==> src/hw/rtl/ordered_queue_with_keyed_removal_assert.svh <==
// ============================================================================
// Assertion macros for the ordered queue with keyed removal
// Concurrent assertion wrappers; ASSERT_OFF compiles them away.
// ============================================================================
`ifndef ORDERED_QUEUE_WITH_KEYED_REMOVAL_ASSERT_SVH
`define ORDERED_QUEUE_WITH_KEYED_REMOVAL_ASSERT_SVH

`ifndef ASSERT_OFF
// Property holds at every clock edge outside reset.
`define OQKR_ASSERT(label, clk, rst, prop, msg) \
   label: assert property (@(posedge clk) disable iff (rst) (prop)) else $error(msg);
// Antecedent at one edge implies consequent at the next edge.
`define OQKR_ASSERT_NEXT(label, clk, rst, ante, cons, msg) \
   label: assert property (@(posedge clk) disable iff (rst) (ante) |=> (cons)) else $error(msg);
`else
`define OQKR_ASSERT(label, clk, rst, prop, msg)
`define OQKR_ASSERT_NEXT(label, clk, rst, ante, cons, msg)
`endif

`endif

==> src/hw/rtl/oqkr_pkg.sv <==
// ============================================================================
// Ordered queue package
// Shared widths, opcodes, status codes and control types.
// ============================================================================
`default_nettype none

package oqkr_pkg;

   localparam int DEPTH_DEFAULT = 16;

   localparam int OP_W     = 2;
   localparam int ST_W     = 2;
   localparam int HANDLE_W = 16;
   localparam int ID_W     = 16;
   localparam int CNT_OUT_W = 5;

   typedef logic [OP_W-1:0]     opcode_type;
   typedef logic [ST_W-1:0]     status_type;
   typedef logic [HANDLE_W-1:0] handle_type;
   typedef logic [ID_W-1:0]     id_type;

   localparam opcode_type OP_APPEND    = 2'd0;
   localparam opcode_type OP_RM_HANDLE = 2'd1;
   localparam opcode_type OP_RM_ID     = 2'd2;
   localparam opcode_type OP_POP       = 2'd3;

   localparam status_type ST_OK   = 2'd0;
   localparam status_type ST_MISS = 2'd1;
   localparam status_type ST_FULL = 2'd2;
   localparam status_type ST_NULL = 2'd3;

   typedef struct packed {
      logic load;
      logic commit;
   } ctrl_cmd_type;

   typedef struct packed {
      logic out_free;
   } dp_status_type;

endpackage

`default_nettype wire

==> src/hw/rtl/oqkr_channels.sv <==
// ============================================================================
// Ordered queue channels
// Valid/ready request and response transaction interfaces.
// ============================================================================
`default_nettype none

interface oqkr_req_if import oqkr_pkg::*; ();
   logic       valid;
   logic       ready;
   opcode_type opcode;
   handle_type item_handle;
   id_type     key_id;

   modport source (output valid, output opcode, output item_handle, output key_id,
                   input ready);
   modport sink   (input valid, input opcode, input item_handle, input key_id,
                   output ready);
endinterface

interface oqkr_rsp_if import oqkr_pkg::*; ();
   logic                 valid;
   logic                 ready;
   status_type           status;
   handle_type           out_handle;
   id_type               out_id;
   logic [CNT_OUT_W-1:0] entry_count;

   modport source (output valid, output status, output out_handle, output out_id,
                   output entry_count, input ready);
   modport sink   (input valid, input status, input out_handle, input out_id,
                   input entry_count, output ready);
endinterface

`default_nettype wire

==> src/hw/rtl/ordered_queue_with_keyed_removal.sv <==
// A request transaction is accepted into the load registers; its response is registered at the commit step.
// A new transaction is not accepted until the accept/commit sequencer has committed the last one.
// A response left waiting holds the commit step until it is taken.
// Reset (synchronous, active high) empties the queue and drops a pending response.
// ============================================================================
// Ordered queue with keyed removal
// FIFO of handle/id entries with append, pop and removal by handle or id.
// ============================================================================
`default_nettype none

`include "ordered_queue_with_keyed_removal_assert.svh"

module ordered_queue_with_keyed_removal import oqkr_pkg::*; #(
   parameter int DEPTH = DEPTH_DEFAULT
) (
   input  wire logic clock,
   input  wire logic reset,
   oqkr_req_if.sink   req_chan,
   oqkr_rsp_if.source rsp_chan
);

   localparam int CNT_W = $clog2(DEPTH + 1);

   ctrl_cmd_type     cmd;
   dp_status_type    dp_status;
   logic [CNT_W-1:0] count;

   oqkr_ctrl u_ctrl (
      .clock     (clock),
      .reset     (reset),
      .req_valid (req_chan.valid),
      .req_ready (req_chan.ready),
      .dp_status (dp_status),
      .cmd       (cmd)
   );

   oqkr_dpath #(
      .DEPTH (DEPTH)
   ) u_dpath (
      .clock           (clock),
      .reset           (reset),
      .cmd             (cmd),
      .dp_status       (dp_status),
      .req_opcode      (req_chan.opcode),
      .req_item_handle (req_chan.item_handle),
      .req_key_id      (req_chan.key_id),
      .rsp_valid       (rsp_chan.valid),
      .rsp_ready       (rsp_chan.ready),
      .rsp_status      (rsp_chan.status),
      .rsp_out_handle  (rsp_chan.out_handle),
      .rsp_out_id      (rsp_chan.out_id),
      .rsp_entry_count (rsp_chan.entry_count),
      .count           (count)
   );

   `OQKR_ASSERT(a_count_range, clock, reset, count <= CNT_W'(DEPTH), "entry count above depth")
   `OQKR_ASSERT_NEXT(a_commit_rsp, clock, reset, cmd.commit, rsp_chan.valid, "commit without response")
   `OQKR_ASSERT_NEXT(a_accept_busy, clock, reset, req_chan.valid && req_chan.ready, !req_chan.ready, "accepted while busy")
   `OQKR_ASSERT(a_no_commit_blocked, clock, reset, !(cmd.commit && rsp_chan.valid && !rsp_chan.ready), "response overwritten")

endmodule

`default_nettype wire

==> src/hw/rtl/oqkr_ctrl.sv <==
// ============================================================================
// Ordered queue controller
// Two-state sequencer: accept a transaction, then commit it to the queue.
// ============================================================================
`default_nettype none

module oqkr_ctrl import oqkr_pkg::*; (
   input  wire logic          clock,
   input  wire logic          reset,
   input  wire logic          req_valid,
   output logic               req_ready,
   input  wire dp_status_type dp_status,
   output ctrl_cmd_type       cmd
);

   localparam logic S_IDLE   = 1'b0;
   localparam logic S_COMMIT = 1'b1;

   logic state_ff;
   logic state_in;

   always_comb begin
      state_in   = state_ff;
      req_ready  = 1'b0;
      cmd.load   = 1'b0;
      cmd.commit = 1'b0;
      unique case (state_ff)
         S_IDLE: begin
            req_ready = 1'b1;
            if (req_valid) begin
               cmd.load = 1'b1;
               state_in = S_COMMIT;
            end
         end
         S_COMMIT: begin
            if (dp_status.out_free) begin
               cmd.commit = 1'b1;
               state_in   = S_IDLE;
            end
         end
         default: state_in = S_IDLE;
      endcase
   end

   always_ff @(posedge clock) begin
      if (reset) begin
         state_ff <= S_IDLE;
      end else begin
         state_ff <= state_in;
      end
   end

endmodule

`default_nettype wire

==> src/hw/rtl/oqkr_dpath.sv <==
// ============================================================================
// Ordered queue datapath
// Entry cells with per-cell match, first-hit compaction and result register.
// ============================================================================
`default_nettype none

module oqkr_dpath import oqkr_pkg::*; #(
   parameter int DEPTH = DEPTH_DEFAULT,
   localparam int CNT_W = $clog2(DEPTH + 1)
) (
   input  wire logic          clock,
   input  wire logic          reset,
   input  wire ctrl_cmd_type  cmd,
   output dp_status_type      dp_status,
   input  wire opcode_type    req_opcode,
   input  wire handle_type    req_item_handle,
   input  wire id_type        req_key_id,
   output logic               rsp_valid,
   input  wire logic          rsp_ready,
   output status_type         rsp_status,
   output handle_type         rsp_out_handle,
   output id_type             rsp_out_id,
   output logic [CNT_OUT_W-1:0] rsp_entry_count,
   output logic [CNT_W-1:0]   count
);

   handle_type slot_handle_ff [DEPTH];
   handle_type slot_handle_in [DEPTH];
   id_type     slot_id_ff     [DEPTH];
   id_type     slot_id_in     [DEPTH];

   logic [CNT_W-1:0] count_ff, count_in;
   logic [DEPTH-1:0] match_ff, match_in;
   opcode_type       op_ff;
   handle_type       hnd_ff;
   id_type           key_ff;

   logic             rsp_valid_ff, rsp_valid_in;
   status_type       rsp_status_ff, rsp_status_in;
   handle_type       rsp_handle_ff, rsp_handle_in;
   id_type           rsp_id_ff, rsp_id_in;
   logic [CNT_OUT_W-1:0] rsp_count_ff, rsp_count_in;

   logic [DEPTH-1:0] neg_match, first_hit, at_or_after;
   logic             any_hit, is_null, do_append, do_remove;
   handle_type       sel_handle;
   id_type           sel_id;

   assign dp_status.out_free = !rsp_valid_ff || rsp_ready;
   assign count = count_ff;

   // per-cell compare against the incoming request
   always_comb begin
      for (int i = 0; i < DEPTH; i++) begin
         match_in[i] = 1'b0;
         if (count_ff > CNT_W'(i)) begin
            case (req_opcode)
               OP_RM_HANDLE: match_in[i] = (slot_handle_ff[i] == req_item_handle);
               OP_RM_ID:     match_in[i] = (slot_id_ff[i] == req_key_id);
               OP_POP:       match_in[i] = (i == 0);
               default:      match_in[i] = 1'b0;
            endcase
         end
      end
   end

   assign neg_match   = ~match_ff + DEPTH'(1);
   assign first_hit   = match_ff & neg_match;
   assign at_or_after = match_ff | neg_match;
   assign any_hit     = |match_ff;

   always_comb begin
      sel_handle = '0;
      sel_id     = '0;
      for (int i = 0; i < DEPTH; i++) begin
         sel_handle = sel_handle | (slot_handle_ff[i] & {HANDLE_W{first_hit[i]}});
         sel_id     = sel_id | (slot_id_ff[i] & {ID_W{first_hit[i]}});
      end
   end

   always_comb begin
      unique case (op_ff)
         OP_APPEND:    is_null = (hnd_ff == '0) || (key_ff == '0);
         OP_RM_HANDLE: is_null = (hnd_ff == '0);
         OP_RM_ID:     is_null = (key_ff == '0);
         OP_POP:       is_null = 1'b0;
         default:      is_null = 1'b0;
      endcase
   end

   always_comb begin
      do_append     = 1'b0;
      do_remove     = 1'b0;
      rsp_status_in = ST_OK;
      rsp_handle_in = '0;
      rsp_id_in     = '0;
      count_in      = count_ff;
      if (is_null) begin
         rsp_status_in = ST_NULL;
      end else if (op_ff == OP_APPEND) begin
         if (count_ff == CNT_W'(DEPTH)) begin
            rsp_status_in = ST_FULL;
         end else begin
            do_append = 1'b1;
            count_in  = count_ff + CNT_W'(1);
         end
      end else if (!any_hit) begin
         rsp_status_in = ST_MISS;
      end else begin
         do_remove     = 1'b1;
         rsp_handle_in = sel_handle;
         rsp_id_in     = sel_id;
         count_in      = count_ff - CNT_W'(1);
      end
      rsp_count_in = CNT_OUT_W'(count_in);
   end

   for (genvar g = 0; g < DEPTH; g++) begin : g_cell
      always_comb begin
         slot_handle_in[g] = slot_handle_ff[g];
         slot_id_in[g]     = slot_id_ff[g];
         if (cmd.commit) begin
            if (do_append && (count_ff == CNT_W'(g))) begin
               slot_handle_in[g] = hnd_ff;
               slot_id_in[g]     = key_ff;
            end else if (do_remove && at_or_after[g]) begin
               if (g < DEPTH - 1) begin
                  slot_handle_in[g] = slot_handle_ff[(g + 1) % DEPTH];
                  slot_id_in[g]     = slot_id_ff[(g + 1) % DEPTH];
               end
            end
         end
      end

      always_ff @(posedge clock) begin
         slot_handle_ff[g] <= slot_handle_in[g];
         slot_id_ff[g]     <= slot_id_in[g];
      end
   end

   always_comb begin
      rsp_valid_in = rsp_valid_ff;
      if (rsp_valid_ff && rsp_ready) begin
         rsp_valid_in = 1'b0;
      end
      if (cmd.commit) begin
         rsp_valid_in = 1'b1;
      end
   end

   always_ff @(posedge clock) begin
      if (reset) begin
         count_ff     <= '0;
         rsp_valid_ff <= 1'b0;
      end else begin
         if (cmd.commit) begin
            count_ff <= count_in;
         end
         rsp_valid_ff <= rsp_valid_in;
      end
   end

   always_ff @(posedge clock) begin
      if (cmd.load) begin
         match_ff <= match_in;
         op_ff    <= req_opcode;
         hnd_ff   <= req_item_handle;
         key_ff   <= req_key_id;
      end
      if (cmd.commit) begin
         rsp_status_ff <= rsp_status_in;
         rsp_handle_ff <= rsp_handle_in;
         rsp_id_ff     <= rsp_id_in;
         rsp_count_ff  <= rsp_count_in;
      end
   end

   assign rsp_valid       = rsp_valid_ff;
   assign rsp_status      = rsp_status_ff;
   assign rsp_out_handle  = rsp_handle_ff;
   assign rsp_out_id      = rsp_id_ff;
   assign rsp_entry_count = rsp_count_ff;

endmodule

`default_nettype wire
==> src/flat_wrapper.sv <==
// flat-port wrapper written by rule: the top's interface ports become plain ports
module ordered_queue_with_keyed_removal_flat import oqkr_pkg::*;
#(
   parameter int DEPTH = DEPTH_DEFAULT
)
  (clock, reset, req_chan_valid, req_chan_opcode, req_chan_item_handle, req_chan_key_id, req_chan_ready, rsp_chan_valid, rsp_chan_status, rsp_chan_out_handle, rsp_chan_out_id, rsp_chan_entry_count, rsp_chan_ready);
  oqkr_req_if req_chan_i ();
  oqkr_rsp_if rsp_chan_i ();
  input  wire logic clock;
  input  wire logic reset;
  input wire logic [$bits(req_chan_i.valid)-1:0] req_chan_valid;
  input wire logic [$bits(req_chan_i.opcode)-1:0] req_chan_opcode;
  input wire logic [$bits(req_chan_i.item_handle)-1:0] req_chan_item_handle;
  input wire logic [$bits(req_chan_i.key_id)-1:0] req_chan_key_id;
  output wire logic [$bits(req_chan_i.ready)-1:0] req_chan_ready;
  output wire logic [$bits(rsp_chan_i.valid)-1:0] rsp_chan_valid;
  output wire logic [$bits(rsp_chan_i.status)-1:0] rsp_chan_status;
  output wire logic [$bits(rsp_chan_i.out_handle)-1:0] rsp_chan_out_handle;
  output wire logic [$bits(rsp_chan_i.out_id)-1:0] rsp_chan_out_id;
  output wire logic [$bits(rsp_chan_i.entry_count)-1:0] rsp_chan_entry_count;
  input wire logic [$bits(rsp_chan_i.ready)-1:0] rsp_chan_ready;
  assign req_chan_i.valid = req_chan_valid;
  assign req_chan_i.opcode = req_chan_opcode;
  assign req_chan_i.item_handle = req_chan_item_handle;
  assign req_chan_i.key_id = req_chan_key_id;
  assign req_chan_ready = req_chan_i.ready;
  assign rsp_chan_valid = rsp_chan_i.valid;
  assign rsp_chan_status = rsp_chan_i.status;
  assign rsp_chan_out_handle = rsp_chan_i.out_handle;
  assign rsp_chan_out_id = rsp_chan_i.out_id;
  assign rsp_chan_entry_count = rsp_chan_i.entry_count;
  assign rsp_chan_i.ready = rsp_chan_ready;
  ordered_queue_with_keyed_removal #(.DEPTH(DEPTH)) u_core (.clock(clock), .reset(reset), .req_chan(req_chan_i), .rsp_chan(rsp_chan_i));
endmodule
==> config.mk <==
export PLATFORM = sky130hd
export DESIGN_NAME = ordered_queue_with_keyed_removal_flat
export DESIGN_NICKNAME = d
export VERILOG_FILES = /design/src/hw/rtl/oqkr_pkg.sv /design/src/hw/rtl/oqkr_channels.sv /design/src/hw/rtl/ordered_queue_with_keyed_removal.sv /design/src/hw/rtl/oqkr_ctrl.sv /design/src/hw/rtl/oqkr_dpath.sv /design/src/flat_wrapper.sv
export VERILOG_INCLUDE_DIRS = /design/src /design/src/hw/rtl
export SDC_FILE = /design/constraint.sdc
export NUM_CORES = 1
export LEC_CHECK = 0
export BUFFER_PORTS_ARGS = -buffer_cell sky130_fd_sc_hd__clkbuf_2
export CORE_ASPECT_RATIO = 0.8
export CORE_MARGIN = 4
export CORE_UTILIZATION = 50
export DETAILED_ROUTE_END_ITERATION = 7
export GPL_TIMING_DRIVEN = 1
export PLACE_DENSITY = 0.77
export SLEW_MARGIN = 20
export SYNTH_ARGS = -nofsm -noshare
export SYNTH_HDL_FRONTEND = slang
export SYNTH_SLANG_ARGS = --single-unit
==> constraint.sdc <==
create_clock -name clock -period 12.3 [get_ports clock]
set_input_delay 2.46 -clock clock [delete_from_list [all_inputs] [get_ports clock]]
set_output_delay 2.46 -clock clock [all_outputs]
set_load 0.02 [all_outputs]
After elaboration in Yosys (flattened, before gate mapping):

Memories as Yosys holds them, arrays and structs flattened.
Index checks and enable logic that the tools add are counted.
Widths: inputs -> output; s select.

* bits in registers: 96
* bits in writable memories: 512
* input port bits: 38
* output and inout bits: 41
* logic and storage cells: 343
* memories kept: 2

Memories
* u_core.u_dpath.slot_handle_ff: words 16, bits a word 16, read ports 16, clocked after memory_dff 0, wr ports 16, line oqkr_dpath.sv:27 `handle_type slot_handle_ff [DEPTH];`
* u_core.u_dpath.slot_id_ff: words 16, bits a word 16, read ports 16, clocked after memory_dff 0, wr ports 16, line oqkr_dpath.sv:29 `id_type slot_id_ff [DEPTH];`

* $add $sub $neg: 3
* $lt $le $gt $ge: 16
* eq/ne operators: 54
* muxes and demuxes: 133
* bitwise gates (word level): 67
* reduce and logical (&&, ||, !) cells: 42

Operators with widths (number)
* $mux 16: 94
* $and 16x16->16: 33
* $eq 16x16->1: 32
* $or 16x16->16: 30
* $eq 5x4->1 const B: 8
* $gt 5x4->1 const B: 8
* $logic_and 1x1->1: 32
* $logic_not 16->1: 2
* $pmux 1 s2: 16
* $eq 5x3->1 const B: 4
* $gt 5x3->1 const B: 4
* $mux 5: 4
* $add 16x1->16 const B: 1
* $not 16->16: 1
* $reduce_or 16->1: 1
* $mux 1: 15
* $or 15x15->15: 1
* $eq 5x2->1 const B: 2
* $gt 5x1->1 const B: 2
* $gt 5x2->1 const B: 2
* $eq 2x2->1 const B: 4
* $add 5x1->5 const B: 1
* $eq 5x1->1 const B: 1
* $eq 5x5->1 const B: 1
* other kinds (12): 16

Logic depth before layout (Yosys ltp):

* word-level depth: 19
* gate-level depth with buffers: 9
* mapped depth without buffers: 7

Modules after synthesis:

From an unflattened synthesis, not the netlist that was laid out.

* cell total of the unflattened synthesis: 2811
* area, all modules: 35230.0 µm²

Modules (own cells, without submodules)
* oqkr_dpath: times used 1, cells each 2805, area an instance 35175.0 µm², seq. area each 18167.4 µm²
* oqkr_ctrl: times used 1, cells each 6, area an instance 55.1 µm², seq. area each 20.0 µm²

Least setup slack after synthesis:

No wires, ideal clock.

* kind: input-to-reg
* start point: input req_chan_valid
* end point: register u_core.u_dpath.hnd_ff[0], enable pin
* setup time: 464 ps
* arrival: 4676 ps
* data required time: 11836 ps
* slack: 7160 ps
* cell stages on the path: 1
* path buffers: 0
* cells stage by stage: nor2b_1

* word-level cells in the longest chain between the ends: 2

RTL lines
* start: declaration: line flat_wrapper.sv:11 `input wire logic [$bits(req_chan_i.valid)-1:0] req_chan_valid;`
* $mux 1: line oqkr_ctrl.sv:30 `if (req_valid) begin`
* $mux 1: line oqkr_ctrl.sv:27 `unique case (state_ff)`
* end signal: assignment: line oqkr_dpath.sv:167 `hnd_ff <= req_item_handle;`
* end: declaration: line oqkr_dpath.sv:35 `handle_type hnd_ff;`

No other way between the ends.
A chain may end at the register's enable or synchronous reset.

==> reports/qor.yml <==
synthesis:
  synth_area_leaders: "edfxtp_1 51%, mux2_2 13%, xnor2_1 12%"
  synth_top_area_cell: "edfxtp_1"
  synth-edff-count: 601
  synth_top_family_by_area: "multiplexers"
  synth_top_cell_area_share_pct: 50.5
  yosys_register_bits: 608
  synthMuxAreaShare_pct: 15.2
  syn-num-nets: 2930
  postSynthAreaPerCell_um2: 12.4
  async_reset_ff_share_pct: 0
  syn_area_um2: 35700
  synth.distinct_cells: 64
  yosysSeqAreaShare_pct: 50.9
  synth_xor_area_share_pct: 12.6
  synth_ff_type: "edfxtp_1"
  netlist_instances: 2883
  synth_compound_area_share_pct: 7.68
  synth_fa_ha_area_share_pct: 0.315
  yosys_warnings: 0
  synth-simple-area-share_pct: 9.76
worst_setup_path:
  start_kind: "input pin"
  path_cells: "clkbuf_2, nand2b_1, nand2_1, buf_4, clkinv_2, o21a_2"
  crit_path_end_kind: "flip-flop"
  cpMaxStageDelayCell: "clkinv_2"
  path_max_fanout: 46
  reg2reg_depth: 7
  arrival_ps: 4920
  path_class: "input pin to flip-flop"
  worst-endpoint-required_ps: 12550
  max_stage_delay_ps: 900
power_and_ir_drop:
  pwr_density_cell_nw_per_um2: 139
  peakVddDrop_uv: 79.3
  p_leak_nw: 12.3
global_routing:
  antenna_found_initial: 9
  grt_max_degree: 73
  grt_pass1_vias: 25656
  grt_pass1_wl_mm: 179
  gr-total-overflow: 0
  grt_use_total_pct: 31.8
worst_hold_path:
  hold_depth: 2
  hold_class: "flip-flop to flip-flop"
sta:
  hold_viol: 0
  fin_crit_ps: 4670
  slew_violations: 0
  fmax_ghz: 0.214
  tns_ps: 0
  worstMarginPinSlew_ps: 1210
  rsz0062_at_grt: "false"
  fin_skew_ps: 17.6
  setup_viol: 0
  fin_crit_sh_pct: 38.0
  setup_slack_ps: 7630
  slew_headroom_pct: 19.1
cells_and_area:
  finalInstanceArea_um2: 39100
  final-instance-count-excl-fill: 3821
  drive_above_1_share_pct: 24.3
  fin_nets: 2879
  multiInputGateArea_um2: 16400
  seqCellArea_um2: 18200
  syn_to_final_growth_pct: 9.32
  fillCellCount: 5641
cts:
  cts-buffers-inserted: 68
  cts_tree: "yes"
  root_buffer: "clkbuf_16"
  postCtsHoldBufs: 0
  clkTransAtPathRegs_ps: 60
  post_cts_resized: 0
  insertion_delay_ps: 620
  htree_levels: 3
  cts_max_path_buffers: 3
  postCtsSetupRepairBufs: 0
  cts_sinks: 608
drt:
  wl_per_cell_um: 32.4
  drc: 0
  drt_iter0_markers: 4419
  route.final.wire_length_mm: 124
  postRouteAntennaNets: 0
  dr.pass1.iters: 6
  viasPerCell: 7.02
  vias: 26821
job:
  drv_cap: 0
status:
  status: "finished clean"
die:
  floorplan.initialDensity_pct: 50.6
  coreArea_um2: 70600
  row_count: 87
  die_height_um: 247
  die_w_um: 307
  die_area_um2: 75800
  ios: 79
place:
  port_buffers: 78
  dp.cells: 3695
  place.gp.congestion: 0.996
  dpl.hpwl_mm: 84.7
  place_ws_ps: 7050
  place_area_um2: 36700
## routing by layer
| layer | vias to the layer above | track usage, % | part of all wire [%] |
|---|---|---|---|
| li1 | 10809 | - | - |
| met3 | 309 | 11.2 | 17 |
| met4 | 10 | 9.47 | 3.1 |
| met1 | 13412 | 46.2 | 39 |
| met2 | 2281 | 44.7 | 41 |
| met5 | - | 0 | 0.045 |
## area by class of cell
| class | count | area share, % |
|---|---|---|
| repair buffers | 136 | 2.37 |
| inverters | 12 | 0.119 |
| clock buffers | 83 | 4.77 |
| diodes | 6 | 0.0384 |
| multi-input cells | 2006 | 42.1 |
| flip-flops and latches | 608 | 46.6 |
| well taps | 934 | 2.99 |
| clock inverters | 36 | 1.04 |
## worst max-delay path: cells and delay by family
| kind | cells | cell delay (ps) |
|---|---|---|
| buffers and inverters | 3 | 1420 |
| AOI/OAI and AO/OA | 1 | 720 |
| and+or+nand+nor | 2 | 270 |
## cells in the mapped netlist (all sizes together) (36+ instances only)
library cell and instances:
a21oi 106, a221o 49, a31oi 36, buf 119, clkbuf 138, edfxtp 601
mux2 481, nand2 160, nand3 88, nand3b 69, nand4 109, nor2 40
nor4 43, o21ai 36, xnor2 505
## flip-flops by register name, summed over array words and instances (netlist names), 5 cells and up
signal / flops
u_core.u_dpath.slot_handle_ff: 256
u_core.u_dpath.slot_id_ff: 256
u_core.u_dpath.hnd_ff: 16
u_core.u_dpath.key_ff: 16
u_core.u_dpath.match_ff: 16
u_core.u_dpath.rsp_out_handle: 16
u_core.u_dpath.rsp_out_id: 16
u_core.u_dpath.count: 5
u_core.u_dpath.rsp_entry_count: 5
## cells by family after synthesis
| logic type | after synthesis |
|---|---|
| multiplexers | 481 |
| AND/OR/NAND/NOR | 623 |
| AO/OA/AOI/OAI | 379 |
| flip-flops | 608 |
| buffers and inverters | 269 |
| adder cells (fa/ha/maj) | 9 |
| XOR/XNOR | 514 |
## cell usage in the layout, fill, tap and decap left out, types with 8 or more instances in the layout
cell	count
edfxtp_1	601
nor4_1	39
nand3_1	80
inv_1	11
nor3_1	29
nand3b_1	69
mux2_1	54
clkinv_1	14
a21oi_4	14
nor2_1	39
nand3_2	8
ha_1	9
nor2b_1	20
a32o_1	24
buf_4	53
clkbuf_1	10
a211o_1	12
nand4_1	105
a22o_1	14
a221oi_1	31
and2_1	24
a21oi_1	92
clkbuf_2	78
mux2_2	427
clkinv_2	9
a221o_1	49
and3_1	8
a31oi_1	36
bufinv_16	9
a22oi_1	18
o21ai_0	36
nand2_1	160
clkbuf_16	73
a222oi_1	10
xnor2_1	505
a211oi_1	11
xor2_1	9
## stage by stage
step,utilization [%],hold WS [ps],total power [mW]
after CTS,55.2,575,5.38
after detailed placement,52.0,565,3.27
after global placement,51.9,527,3.25
after global routing,55.3,608,5.54
after floorplan,-,494,3.00
final,55.3,568,5.42
## path summary, 6_finish.rpt
kind / to / slack [ps] / start
setup / recovery: u_core.u_dpath.slot_id_ff[1][109]$_DFFE_PP_ / 7630 / rsp_chan_ready
hold / removal: u_core.u_dpath.rsp_valid$_SDFFE_PP0P_ / 570 / u_core.u_dpath.rsp_valid$_SDFFE_PP0P_
setup reg to reg: u_core.u_dpath.slot_id_ff[0][109]$_DFFE_PP_ / 7750 / u_core.u_dpath.hnd_ff[10]$_DFFE_PP_
hold reg to reg: u_core.u_dpath.rsp_valid$_SDFFE_PP0P_ / 570 / u_core.u_dpath.rsp_valid$_SDFFE_PP0P_
## report_power, final
group	switching [mW]	total, mW	internal, mW
sequential	0.155	2.57	2.42
combinational	0.434	0.702	0.268
clock	0.875	2.14	1.27
total	1.46	5.42	3.95
No activity file was read; power rests on OpenSTA's default activity.
